File: config.mk
export PLATFORM = sky130hd
export DESIGN_NAME = two_axis_spike_limit_and_average_flat
export DESIGN_NICKNAME = d
export VERILOG_FILES = /design/src/design/tsa_pkg.sv /design/src/design/tsa_if.sv /design/src/design/two_axis_spike_limit_and_average.sv /design/src/design/tsa_alu.sv /design/src/design/tsa_ring.sv /design/src/flat_wrapper.sv
export SDC_FILE = /design/constraint.sdc
export NUM_CORES = 1
export LEC_CHECK = 0
export ABC_CLOCK_PERIOD_IN_PS = 12400
export BUFFER_PORTS_ARGS = -buffer_cell sky130_fd_sc_hd__buf_2
export CAP_MARGIN = 15
export CORE_UTILIZATION = 65
export DETAILED_ROUTE_END_ITERATION = 7
export PLACE_DENSITY = 0.82
export SYNTH_ARGS = -nofsm -noshare
export SYNTH_HDL_FRONTEND = slang
export SYNTH_SLANG_ARGS = --single-unit
File: constraint.sdc
create_clock -name clk -period 12.4 [get_ports clk]
set_input_delay 0.62 -clock clk [delete_from_list [all_inputs] [get_ports clk]]
set_output_delay 0.62 -clock clk [all_outputs]
set_load 0.03 [all_outputs]
File: src/design/tsa_pkg.sv
// Shared types and constants of the two-axis spike limiter and ring averager.
package tsa_pkg;

	localparam int DATA_W = 16;

	localparam logic [DATA_W-1:0] RESET_LEVEL = 16'd512;
	localparam logic [DATA_W-1:0] VALID_MAX_RESET = 16'd1023;
	localparam logic [DATA_W-1:0] JUMP_THR_RESET = 16'd100;

	localparam logic CFG_VALID_MAX = 1'b0;
	localparam logic CFG_JUMP_THR = 1'b1;

	localparam logic OP_LIMIT = 1'b0;
	localparam logic OP_AVERAGE = 1'b1;

	typedef enum logic {
		ALU_ADD,
		ALU_SUB
	} alu_op_t;

	typedef enum logic [3:0] {
		S_IDLE,
		S_LCMP,
		S_LDIFF,
		S_LNEG,
		S_LTHR,
		S_LPULL,
		S_AWRITE,
		S_ASUM,
		S_ALAST,
		S_ADIV,
		S_OUT
	} tsa_state_t;

endpackage

File: src/design/tsa_if.sv
// Valid/ready channel interfaces for the sample input and the filtered output.
interface tsa_in_if;
	logic        valid;
	logic        ready;
	logic        operation;
	logic        axis_select;
	logic [15:0] sample;

	modport source (output valid, output operation, output axis_select, output sample,
		input ready);
	modport sink (input valid, input operation, input axis_select, input sample,
		output ready);
endinterface

interface tsa_out_if;
	logic        valid;
	logic        ready;
	logic [15:0] filtered;

	modport source (output valid, output filtered, input ready);
	modport sink (input valid, input filtered, output ready);
endinterface

File: src/design/two_axis_spike_limit_and_average.sv
// Top level of the two-axis spike limiter and ring averager.
//
// Channel     Dir  Payload                          Handshake
// sample_ch   in   operation, axis_select, sample   valid/ready
// result_ch   out  filtered                         valid/ready
// cfg         in   cfg_index, cfg_data              cfg_we, no wait
//
// Spike limiting and the ring average run as a sequence of states from accept to the
// result register, because one shared adder does every compare and one ring entry
// is read and summed per cycle from the ring memory, which has separate write and read ports.
// The mean is then formed by one reciprocal multiply. One word is in work at a time.
// After reset all ring entries read as 512 through valid bits; no clearing pass.
// A finished word waits in the output register while the next word is accepted.
module two_axis_spike_limit_and_average import tsa_pkg::*; #(
	parameter int RING_LENGTH = 8
) (
	input  logic              clk,
	input  logic              arst_n,
	input  logic              cfg_we,
	input  logic              cfg_index,
	input  logic [DATA_W-1:0] cfg_data,
	tsa_in_if.sink            sample_ch,
	tsa_out_if.source         result_ch
);

	localparam int IDX_W = $clog2(RING_LENGTH);
	localparam int DEPTH = 2 * RING_LENGTH;
	localparam int ADDR_W = $clog2(DEPTH);
	localparam int SUM_W = DATA_W + IDX_W;
	localparam int M_W = SUM_W + 2;
	localparam int PROD_W = SUM_W + M_W;
	localparam int SHIFT = SUM_W + IDX_W;
	localparam logic [M_W-1:0] RECIP_M = M_W'(((64'd1 << SHIFT) + 64'(RING_LENGTH) - 64'd1)
		/ 64'(RING_LENGTH));
	localparam logic [IDX_W-1:0] LAST_IDX = IDX_W'(RING_LENGTH - 1);
	localparam logic [ADDR_W-1:0] Y_BASE = ADDR_W'(RING_LENGTH);

	tsa_state_t state_q, state_d;

	logic [DATA_W-1:0] valid_max_q, jump_thr_q;
	logic [DATA_W-1:0] last_good_q [2];
	logic [IDX_W-1:0]  pos_q [2];

	logic              axis_q, above_q;
	logic [DATA_W-1:0] smp_q, diff_q, res_q;
	logic [SUM_W-1:0]  acc_q;
	logic [IDX_W-1:0]  idx_q;

	logic              out_valid_q;
	logic [DATA_W-1:0] out_data_q;

	alu_op_t           alu_op;
	logic [SUM_W-1:0]  alu_a, alu_b, alu_y;
	logic              alu_borrow;

	logic              wr_en, rd_en;
	logic [ADDR_W-1:0] wr_addr, rd_addr;
	logic [DATA_W-1:0] rd_data, prev;
	logic [PROD_W-1:0] prod;
	logic              in_acc, out_free;

	assign in_acc = sample_ch.valid && sample_ch.ready;
	assign out_free = !out_valid_q || result_ch.ready;
	assign prev = last_good_q[axis_q];
	assign sample_ch.ready = (state_q == S_IDLE);
	assign result_ch.valid = out_valid_q;
	assign result_ch.filtered = out_data_q;

	tsa_alu #(.W(SUM_W)) u_alu (
		.op(alu_op), .a(alu_a), .b(alu_b), .y(alu_y), .borrow(alu_borrow)
	);

	tsa_ring #(.DEPTH(DEPTH), .ADDR_W(ADDR_W)) u_ring (
		.clk(clk), .arst_n(arst_n),
		.wr_en(wr_en), .wr_addr(wr_addr), .wr_data(smp_q),
		.rd_en(rd_en), .rd_addr(rd_addr), .rd_data(rd_data)
	);

	assign prod = {{M_W{1'b0}}, acc_q} * {{SUM_W{1'b0}}, RECIP_M};

	always_comb begin
		state_d = state_q;
		unique case (state_q)
			S_IDLE:   if (in_acc) state_d = (sample_ch.operation == OP_AVERAGE) ? S_AWRITE : S_LCMP;
			S_LCMP:   state_d = alu_borrow ? S_OUT : S_LDIFF;
			S_LDIFF:  state_d = alu_borrow ? S_LNEG : S_LTHR;
			S_LNEG:   state_d = S_LTHR;
			S_LTHR:   state_d = alu_borrow ? S_LPULL : S_OUT;
			S_LPULL:  state_d = S_OUT;
			S_AWRITE: state_d = S_ASUM;
			S_ASUM:   if (idx_q == LAST_IDX) state_d = S_ALAST;
			S_ALAST:  state_d = S_ADIV;
			S_ADIV:   state_d = S_OUT;
			S_OUT:    if (out_free) state_d = S_IDLE;
			default:  state_d = S_IDLE;
		endcase
	end

	always_comb begin
		alu_op = ALU_SUB;
		alu_a = '0;
		alu_b = '0;
		wr_en = 1'b0;
		rd_en = 1'b0;
		wr_addr = axis_q ? Y_BASE + ADDR_W'(pos_q[1]) : ADDR_W'(pos_q[0]);
		rd_addr = axis_q ? Y_BASE + ADDR_W'(idx_q) : ADDR_W'(idx_q);
		unique case (state_q)
			S_LCMP: begin
				alu_a = SUM_W'(valid_max_q);
				alu_b = SUM_W'(smp_q);
			end
			S_LDIFF: begin
				alu_a = SUM_W'(smp_q);
				alu_b = SUM_W'(prev);
			end
			S_LNEG: begin
				alu_a = SUM_W'(prev);
				alu_b = SUM_W'(smp_q);
			end
			S_LTHR: begin
				alu_a = SUM_W'(jump_thr_q);
				alu_b = SUM_W'(diff_q);
			end
			S_LPULL: begin
				alu_op = above_q ? ALU_ADD : ALU_SUB;
				alu_a = SUM_W'(prev);
				alu_b = SUM_W'(diff_q >> 2);
			end
			S_AWRITE: wr_en = 1'b1;
			S_ASUM: begin
				rd_en = 1'b1;
				alu_op = ALU_ADD;
				alu_a = acc_q;
				alu_b = SUM_W'(rd_data);
			end
			S_ALAST: begin
				alu_op = ALU_ADD;
				alu_a = acc_q;
				alu_b = SUM_W'(rd_data);
			end
			default: ;
		endcase
	end

	always_ff @(posedge clk or negedge arst_n) begin
		if (!arst_n) begin
			state_q <= S_IDLE;
			out_valid_q <= 1'b0;
			valid_max_q <= VALID_MAX_RESET;
			jump_thr_q <= JUMP_THR_RESET;
			for (int i = 0; i < 2; i++) begin
				last_good_q[i] <= RESET_LEVEL;
				pos_q[i] <= '0;
			end
		end else begin
			state_q <= state_d;
			if (cfg_we) begin
				unique case (cfg_index)
					CFG_VALID_MAX: valid_max_q <= cfg_data;
					CFG_JUMP_THR:  jump_thr_q <= cfg_data;
					default: ;
				endcase
			end
			if (state_q == S_OUT && out_free) begin
				out_valid_q <= 1'b1;
			end else if (result_ch.ready) begin
				out_valid_q <= 1'b0;
			end
			if (state_q == S_LTHR && !alu_borrow) begin
				last_good_q[axis_q] <= smp_q;
			end
			if (state_q == S_LPULL) begin
				last_good_q[axis_q] <= alu_y[DATA_W-1:0];
			end
			if (state_q == S_AWRITE) begin
				pos_q[axis_q] <= (pos_q[axis_q] == LAST_IDX) ? '0 : pos_q[axis_q] + 1'b1;
			end
		end
	end

	always_ff @(posedge clk) begin
		unique case (state_q)
			S_IDLE: begin
				axis_q <= sample_ch.axis_select;
				smp_q <= sample_ch.sample;
			end
			S_LCMP:  res_q <= prev;
			S_LDIFF: begin
				diff_q <= alu_y[DATA_W-1:0];
				above_q <= !alu_borrow;
			end
			S_LNEG:  diff_q <= alu_y[DATA_W-1:0];
			S_LTHR:  res_q <= smp_q;
			S_LPULL: res_q <= alu_y[DATA_W-1:0];
			S_AWRITE: begin
				acc_q <= '0;
				idx_q <= '0;
			end
			S_ASUM: begin
				if (idx_q != '0) acc_q <= alu_y;
				if (idx_q != LAST_IDX) idx_q <= idx_q + 1'b1;
			end
			S_ALAST: acc_q <= alu_y;
			S_ADIV:  res_q <= prod[SHIFT +: DATA_W];
			S_OUT:   if (out_free) out_data_q <= res_q;
			default: ;
		endcase
	end

endmodule

File: src/design/tsa_alu.sv
// Shared adder and subtractor with borrow, used for every compare and sum.
module tsa_alu import tsa_pkg::*; #(
	parameter int W = 19
) (
	input  alu_op_t      op,
	input  logic [W-1:0] a,
	input  logic [W-1:0] b,
	output logic [W-1:0] y,
	output logic         borrow
);

	logic [W:0] ext;

	always_comb begin
		unique case (op)
			ALU_ADD: ext = {1'b0, a} + {1'b0, b};
			ALU_SUB: ext = {1'b0, a} - {1'b0, b};
			default: ext = '0;
		endcase
	end

	assign y = ext[W-1:0];
	assign borrow = (op == ALU_SUB) ? ext[W] : 1'b0;

endmodule

File: src/design/tsa_ring.sv
// Ring sample memory for both axes, with per-entry valid bits standing in for reset.
module tsa_ring import tsa_pkg::*; #(
	parameter int DEPTH = 16,
	parameter int ADDR_W = 4
) (
	input  logic              clk,
	input  logic              arst_n,
	input  logic              wr_en,
	input  logic [ADDR_W-1:0] wr_addr,
	input  logic [DATA_W-1:0] wr_data,
	input  logic              rd_en,
	input  logic [ADDR_W-1:0] rd_addr,
	output logic [DATA_W-1:0] rd_data
);

	logic [DATA_W-1:0] mem_q [DEPTH];
	logic [DEPTH-1:0]  ok_q;
	logic [DATA_W-1:0] rdata_s1;
	logic              ent_ok_s1;

	always_ff @(posedge clk) begin
		if (wr_en) begin
			mem_q[wr_addr] <= wr_data;
		end
		if (rd_en) begin
			rdata_s1 <= mem_q[rd_addr];
			ent_ok_s1 <= ok_q[rd_addr];
		end
	end

	always_ff @(posedge clk or negedge arst_n) begin
		if (!arst_n) begin
			ok_q <= '0;
		end else if (wr_en) begin
			ok_q[wr_addr] <= 1'b1;
		end
	end

	assign rd_data = ent_ok_s1 ? rdata_s1 : RESET_LEVEL;

endmodule

File: src/flat_wrapper.sv
// flat-port wrapper written by rule: the top's interface ports become plain ports
module two_axis_spike_limit_and_average_flat import tsa_pkg::*;
#(
	parameter int RING_LENGTH = 8
)
  (clk, arst_n, cfg_we, cfg_index, cfg_data, sample_ch_valid, sample_ch_operation, sample_ch_axis_select, sample_ch_sample, sample_ch_ready, result_ch_valid, result_ch_filtered, result_ch_ready);
  tsa_in_if sample_ch_i ();
  tsa_out_if result_ch_i ();
  input  logic clk;
  input  logic arst_n;
  input  logic cfg_we;
  input  logic cfg_index;
  input  logic [DATA_W-1:0] cfg_data;
  input wire logic [$bits(sample_ch_i.valid)-1:0] sample_ch_valid;
  input wire logic [$bits(sample_ch_i.operation)-1:0] sample_ch_operation;
  input wire logic [$bits(sample_ch_i.axis_select)-1:0] sample_ch_axis_select;
  input wire logic [$bits(sample_ch_i.sample)-1:0] sample_ch_sample;
  output wire logic [$bits(sample_ch_i.ready)-1:0] sample_ch_ready;
  output wire logic [$bits(result_ch_i.valid)-1:0] result_ch_valid;
  output wire logic [$bits(result_ch_i.filtered)-1:0] result_ch_filtered;
  input wire logic [$bits(result_ch_i.ready)-1:0] result_ch_ready;
  assign sample_ch_i.valid = sample_ch_valid;
  assign sample_ch_i.operation = sample_ch_operation;
  assign sample_ch_i.axis_select = sample_ch_axis_select;
  assign sample_ch_i.sample = sample_ch_sample;
  assign sample_ch_ready = sample_ch_i.ready;
  assign result_ch_valid = result_ch_i.valid;
  assign result_ch_filtered = result_ch_i.filtered;
  assign result_ch_i.ready = result_ch_ready;
  two_axis_spike_limit_and_average #(.RING_LENGTH(RING_LENGTH)) u_core (.clk(clk), .arst_n(arst_n), .cfg_we(cfg_we), .cfg_index(cfg_index), .cfg_data(cfg_data), .sample_ch(sample_ch_i), .result_ch(result_ch_i));
endmodule
==> Word level (Yosys, flattened, before mapping) <==
Memories as Yosys holds them, arrays and structs flattened. A register that Yosys moved wholly into a read port is not among the register bits.
Index checks and enable logic that the tools add are counted.
Widths: inputs -> output; s select.
{ "classes": {"addsub": 6, "n_eq_ne": 18, "magnitude_cmp": 5, "div": 0, "n_bitwise": 4, "muxes": 48, "n_reduce_logical": 25, "mul": 0, "shift": 0} }
{ "ops": {"columns": ["op", "count"], "rows": [
  ["$pmux 19 s5", 1],
  ["$mux 16", 5],
  ["$pmux 16 s5", 1],
  ["$bwmux 32", 2],
  ["$mux 32", 2],
  ["$pmux 16 s4", 1],
  ["$pmux 19 s3", 1],
  ["$pmux 20 s2", 1],
  ["$pmux 4 s10", 1],
  ["$mux 4", 7],
  ["$mux 3", 8],
  ["$add 19x16->20", 1],
  ["$sub 19x19->20", 1],
  ["$mux 19", 1],
  ["$demux 16 s1", 1],
  ["$eq 4x3->1 const B", 4],
  ["$or 16x16->16", 1],
  ["$eq 4x4->1 const B", 3],
  ["$lt 4x5->1 const B", 2],
  ["$mux 1", 10],
  ["$reduce_and 2->1", 5],
  ["$reduce_or 2->1", 5],
  ["$add 4x3->4 const A", 2],
  ["$eq 4x2->1 const B", 2],
  ["other kinds (25)", 38]
]} }
{ "word_totals": {"wordCells": 125, "memories": 1, "romBits": 0, "ramBits": 256, "in_bits": 40, "register_bits": 180, "latchBits": 0} }
{ "mem_list": {"columns": ["name", "depth", "width", "rd", "rd_ports_with_merged_regs", "wr", "line_no", "rtl"], "rows": [
  ["u_core.u_ring.mem_q", 16, 16, 1, 1, 1, "tsa_ring.sv:16", "logic [DATA_W-1:0] mem_q [DEPTH];"]
]} }

==> Logic depth before layout (Yosys ltp) <==
{ "depth": {"depth_word": 13, "depth_mapped": 21, "depth_no_buf": 19} }

==> Hierarchy <==
From an unflattened synthesis, not the netlist that was laid out.
{ "unflattened": {"cells_unflattened": 1354, "hier_area_um2": 20271.9} }
{ "modules_own_cells": {"columns": ["module", "area_each_um2", "cells_each", "n_inst"], "rows": [
  ["tsa_ring", 11000.6, 491, 1],
  ["two_axis_spike_limit_and_average", 7980.2, 671, 1],
  ["tsa_alu", 1291.2, 192, 1]
]} }

==> Least setup slack after synthesis <==
Ideal clock, no wire load.
{ "synth_path": {"kind": "reg-to-reg", "from": "register u_core.state_q[0]", "to": "register u_core.last_good_q[0] in the netlist's numbering", "slack_ns": 7.896, "period_less_slack_ns": 4.504, "setup_ns": 0.123, "arrival_time_ns": 4.381, "required_time_ns": 12.277, "path_buffers": 2, "path_stages_with_launch": 21, "path_cell_list": "dfrtp_1 buf_4 nand4b_2 inv_2 o21ai_4 o221ai_1 inv_1 ha_1 inv_1 o41a_1 nor2_1 xor2_1 ha_1 a21oi_1 o21bai_1 a211o_1 a311oi_4 or2_1 buf_2 nand3_2 o221a_1"} }
{ "synth_between": {"elab_chain_len": 11, "elab_cells_between_ends": 23} }
{ "synth_rtl": {"columns": ["item", "line_no", "rtl"], "rows": [
  ["start: declaration", "two_axis_spike_limit_and_average.sv:38", "tsa_state_t state_q, state_d;"],
  ["start signal: assignment", "two_axis_spike_limit_and_average.sv:156", "state_q <= state_d;"],
  ["$eq 4x4->1, or another cell as far along", "two_axis_spike_limit_and_average.sv:107", "unique case (state_q)"],
  ["$reduce_or 2->1 (no line)", null, null],
  ["$pmux 19 s5, or another cell as far along", "two_axis_spike_limit_and_average.sv:107", null],
  ["$sub 19x19->20, or another cell as far along", "tsa_alu.sv:17", "ALU_SUB: ext = {1'b0, a} - {1'b0, b};"],
  ["$pmux 20 s2", "tsa_alu.sv:15", "unique case (op)"],
  ["$mux 1", "tsa_alu.sv:23", "assign borrow = (op == ALU_SUB) ? ext[W] : 1'b0;"],
  ["$logic_not 1->1", "two_axis_spike_limit_and_average.sv:169", "if (state_q == S_LTHR && !alu_borrow) begin"],
  ["$logic_and 1x1->1", "two_axis_spike_limit_and_average.sv:169", null],
  ["$mux 32", "two_axis_spike_limit_and_average.sv:169", null],
  ["$bwmux 32", "two_axis_spike_limit_and_average.sv:173", "last_good_q[axis_q] <= alu_y[DATA_W-1:0];"],
  ["$mux 32 (*)", "two_axis_spike_limit_and_average.sv:172", "if (state_q == S_LPULL) begin"],
  ["end signal: indexed assignment", "two_axis_spike_limit_and_average.sv:170", "last_good_q[axis_q] <= smp_q;"],
  ["end signal: indexed assignment", "two_axis_spike_limit_and_average.sv:173", null],
  ["end: declaration", "two_axis_spike_limit_and_average.sv:41", "logic [DATA_W-1:0] last_good_q [2];"]
]} }
Mark *: on every way between the ends. The rest lies on a longest branch, timed or not.
A chain may end at the register's enable or synchronous reset.

==> Worst setup path in the final report <==
{ "layout_path": {"from": "register u_core.state_q[3]", "to": "register u_core.last_good_q[3] in the netlist's numbering"} }
Same word-level chain as after synthesis.

==> results.json <==
{
  "worst-setup-path-type": "reg -> reg",
  "detailed_routing_iteration_count_for_the_pre_antenna_repair_pass": 8,
  "tritoncts_clock_tree": "built",
  "detail-route-antenna-nets": 0,
  "synth_edf_count": 361,
  "avgViaCountPerCell": 7.34,
  "syn_inst": 1308,
  "fp.coreArea_um2": 30700,
  "max_clock_freq_ghz": 0.155,
  "worstPathMaxFanout": 27,
  "replace_congestion": 1.01,
  "cts.clk_slew.worst_paths_ns": 0.07,
  "route.detailed.wl_per_inst_um": 31.6,
  "floorplan.rows": 64,
  "drc": 3,
  "dieHeight_um": 179,
  "synth-main-ff-cell": "edfxtp_1",
  "final.setup_skew_ns": 0.0216,
  "final_layout_size_suffix_gt1_share_pct": 24.8,
  "postCtsSetupBuffers": 0,
  "clock-sinks": 452,
  "die_x_um": 179,
  "timing.final.hold_violations": 0,
  "final.min_clock_period_ns": 6.45,
  "routed_wl_mm": 57.2,
  "grt_max_degree": 76,
  "cts_resized": 0,
  "htree_num_levels": 2,
  "die_area_um2": 31900,
  "synth-seq-cells": 452,
  "max_slew.worst_pin.slew_ns": 1.30,
  "async_flop_share_pct": 20.1,
  "cts_buffer_depth": 3,
  "failed_checks": "DRC",
  "grt_antenna_before_repair": 3,
  "critical_path_endpoint_category": "flop",
  "synth_warnings": 0,
  "fin_tns_setup_ns": 0,
  "dp_hpwl_mm": 33.8,
  "area_growth_syn_to_layout_pct": 11.4,
  "area_fraction_of_the_dominant_cell_type_after_synthesis_pct": 53.5,
  "dr_total_vias": 13300,
  "relative_slew_slack_pct": 13.1,
  "cts_made_buffers": 45,
  "rr_worst_depth": 15,
  "final-setup-viol-count": 0,
  "worst_hold_path_type": "in -> reg",
  "whs_path_depth": 1,
  "ys_types": 86,
  "critPathRequiredTime_ns": 12.85,
  "cts_root_buffer": "clkbuf_16",
  "arrival_ns": 6.90,
  "synth-seq-area-share_pct": 64.8,
  "worstSetupStartpointType": "flop",
  "synth_area_um2": 20300,
  "syn_avg_cell_area_um2": 15.5,
  "initial_core_util_pct": 66.1,
  "layout_worst_path_cycle_share_pct": 52.0,
  "port_buffers": 57,
  "initialDrtViolationCount": 2234,
  "max_cap_viol_count": 0,
  "finalNetCount": 1447,
  "outcome": "complete, but fails checks",
  "grt_pass1_wl_mm": 83.5,
  "worst_skew_pair.late_latency_ns": 0.57,
  "tot_gr_track_use_pct": 37.1,
  "syn-num-nets": 1377,
  "synth_top_area_cells": "edfxtp_1 53%, mux4_2 9.4%, dfrtp_1 9.4%",
  "rsz_0062_raised_after_global_routing": "false",
  "grt_pass1_vias": 12900,
  "synth_top_area_cell": "edfxtp_1",
  "ios": 58,
  "grt-ovfl-total": 0,
  "timing.final.max_slew_violations": 0
}
-- metrics by stage --
stage | cell area [um2] | hold WS (ns) | utilization, % | instances | setup slack (ns)
CTS | 22500 | 0.215 | 73.3 | 1803 | 6.22
global route | 22600 | 0.215 | 73.7 | 1809 | 5.74
detailed placement | 21000 | 0.405 | 68.5 | 1721 | 6.26
floorplan | 20300 | 0.324 | - | 1308 | 7.90
global placement | 21000 | 0.402 | 68.5 | 1720 | 6.28
finish | 22600 | 0.227 | 73.7 | 1809 | 5.95
-- flip-flops by register name, summed over array words and instances (netlist names) --
| register | count |
|---|---|
| u_core.res_q | 16 |
| u_core.u_ring.mem_q | 256 |
| u_core.result_ch.valid | 1 |
| u_core.u_ring.ok_q | 16 |
| u_core.u_ring.ent_ok_s1 | 1 |
| u_core.smp_q | 16 |
| u_core.above_q | 1 |
| u_core.u_ring.rdata_s1 | 16 |
| u_core.axis_q | 1 |
| u_core.acc_q | 19 |
| u_core.last_good_q | 32 |
| u_core.pos_q | 6 |
| u_core.idx_q | 3 |
| u_core.valid_max_q | 16 |
| u_core.diff_q | 16 |
| u_core.state_q | 4 |
| u_core.jump_thr_q | 16 |
| u_core.result_ch.filtered | 16 |
-- worst max-delay path, cell delays in order, from the launching register on --
cell and delay (ns):
dfrtp_1 1.01, nand4b_2 0.35, inv_2 0.24, o21ai_4 0.42, o221ai_1 0.38, nor4_1 0.42
and4_1 0.41, a21oi_1 0.15, xnor2_1 0.18, ha_1 0.25, or3_1 0.43, a211o_1 0.33
a311oi_4 0.56, or2_1 0.44, nand3_2 0.35, o221a_1 0.36
-- path summary, 6_finish.rpt --
check	start	endpoint	slack [ns]
worst max-delay path	u_core.state_q[3]$_DFFE_PN0P_	u_core.last_good_q[3]$_DFF_PN0_	5.95
worst min register to register	u_core.res_q[5]$_DFFE_PP_	u_core.result_ch.filtered[5]$_DFFE_PP_	0.42
worst max register to register	u_core.state_q[3]$_DFFE_PN0P_	u_core.last_good_q[3]$_DFF_PN0_	5.95
max in group asynchronous	arst_n	u_core.last_good_q[28]$_DFF_PN0_	10.61
min in group asynchronous	arst_n	u_core.valid_max_q[11]$_DFFE_PN0P_	0.49
worst min-delay path	sample_ch_sample[6]	u_core.smp_q[6]$_DFFE_PP_	0.23
-- cells by family (layout without fill, tap and decap cells) --
family,Yosys count,after routing,share of synthesized area [%]
adder cells (fa/ha/maj),29,29,1.83
XOR/XNOR,26,26,1.12
buffers and inverters,120,224,2.46
other,0,1,0
AO/OA/AOI/OAI,251,251,9.33
AND/OR/NAND/NOR,280,280,7.48
flip-flops,452,452,64.8
multiplexers,150,150,13.0
-- timing repair --
action | in CTS | in global routing
setup endpoints to repair | 0 | 0
endpoints found under the hold margin | 16 | 0
hold buffers | 1 | 0
-- cell usage in the layout, fill, tap and decap left out, drive strengths merged, types with 18 or more instances in the layout --
cell type,instances
a21oi,40
a22oi,44
and2,19
buf,92
clkbuf,57
dfrtp,76
edfxtp,361
ha,28
inv,52
mux2,56
mux4,85
nand2,57
nand3,24
nand4,18
nor2,61
o211ai,19
o21ai,41
or2,21
-- Yosys cell counts, drive strengths merged (18+ instances only) --
cell,instances
clkbuf,40
ha,28
mux2,56
o21ai,41
o211ai,19
a21oi,40
edfxtp,361
inv,50
or2,21
buf,30
nor2,61
and2,19
a22oi,44
mux4,85
nand4,18
nand2,57
nand3,24
dfrtp,76
-- area by class of cell --
cell class | instances | area [um2]
diodes | 1 | 2.50
flip-flops and latches | 452 | 13100
clock buffers | 57 | 1210
well taps | 396 | 495
clock inverters | 24 | 236
fillers | 1809 | 8070
inverters | 50 | 188
multi-input cells | 736 | 6680
repair buffers | 93 | 648
-- layer usage --
layer  up-vias  GRT usage, %  wire (um)  share of wire (%)
li1       5347             -          -                  -
met1      6533          51.8      20700                 36
met4         4          14.9       2570                4.5
met2      1160          56.1      26400                 46
met3       237          9.46       7540                 13
met5         -             0         26              0.045
Power is not shown: default switching activity piles up to over one toggle a cycle in this logic, so the estimate is an artifact.
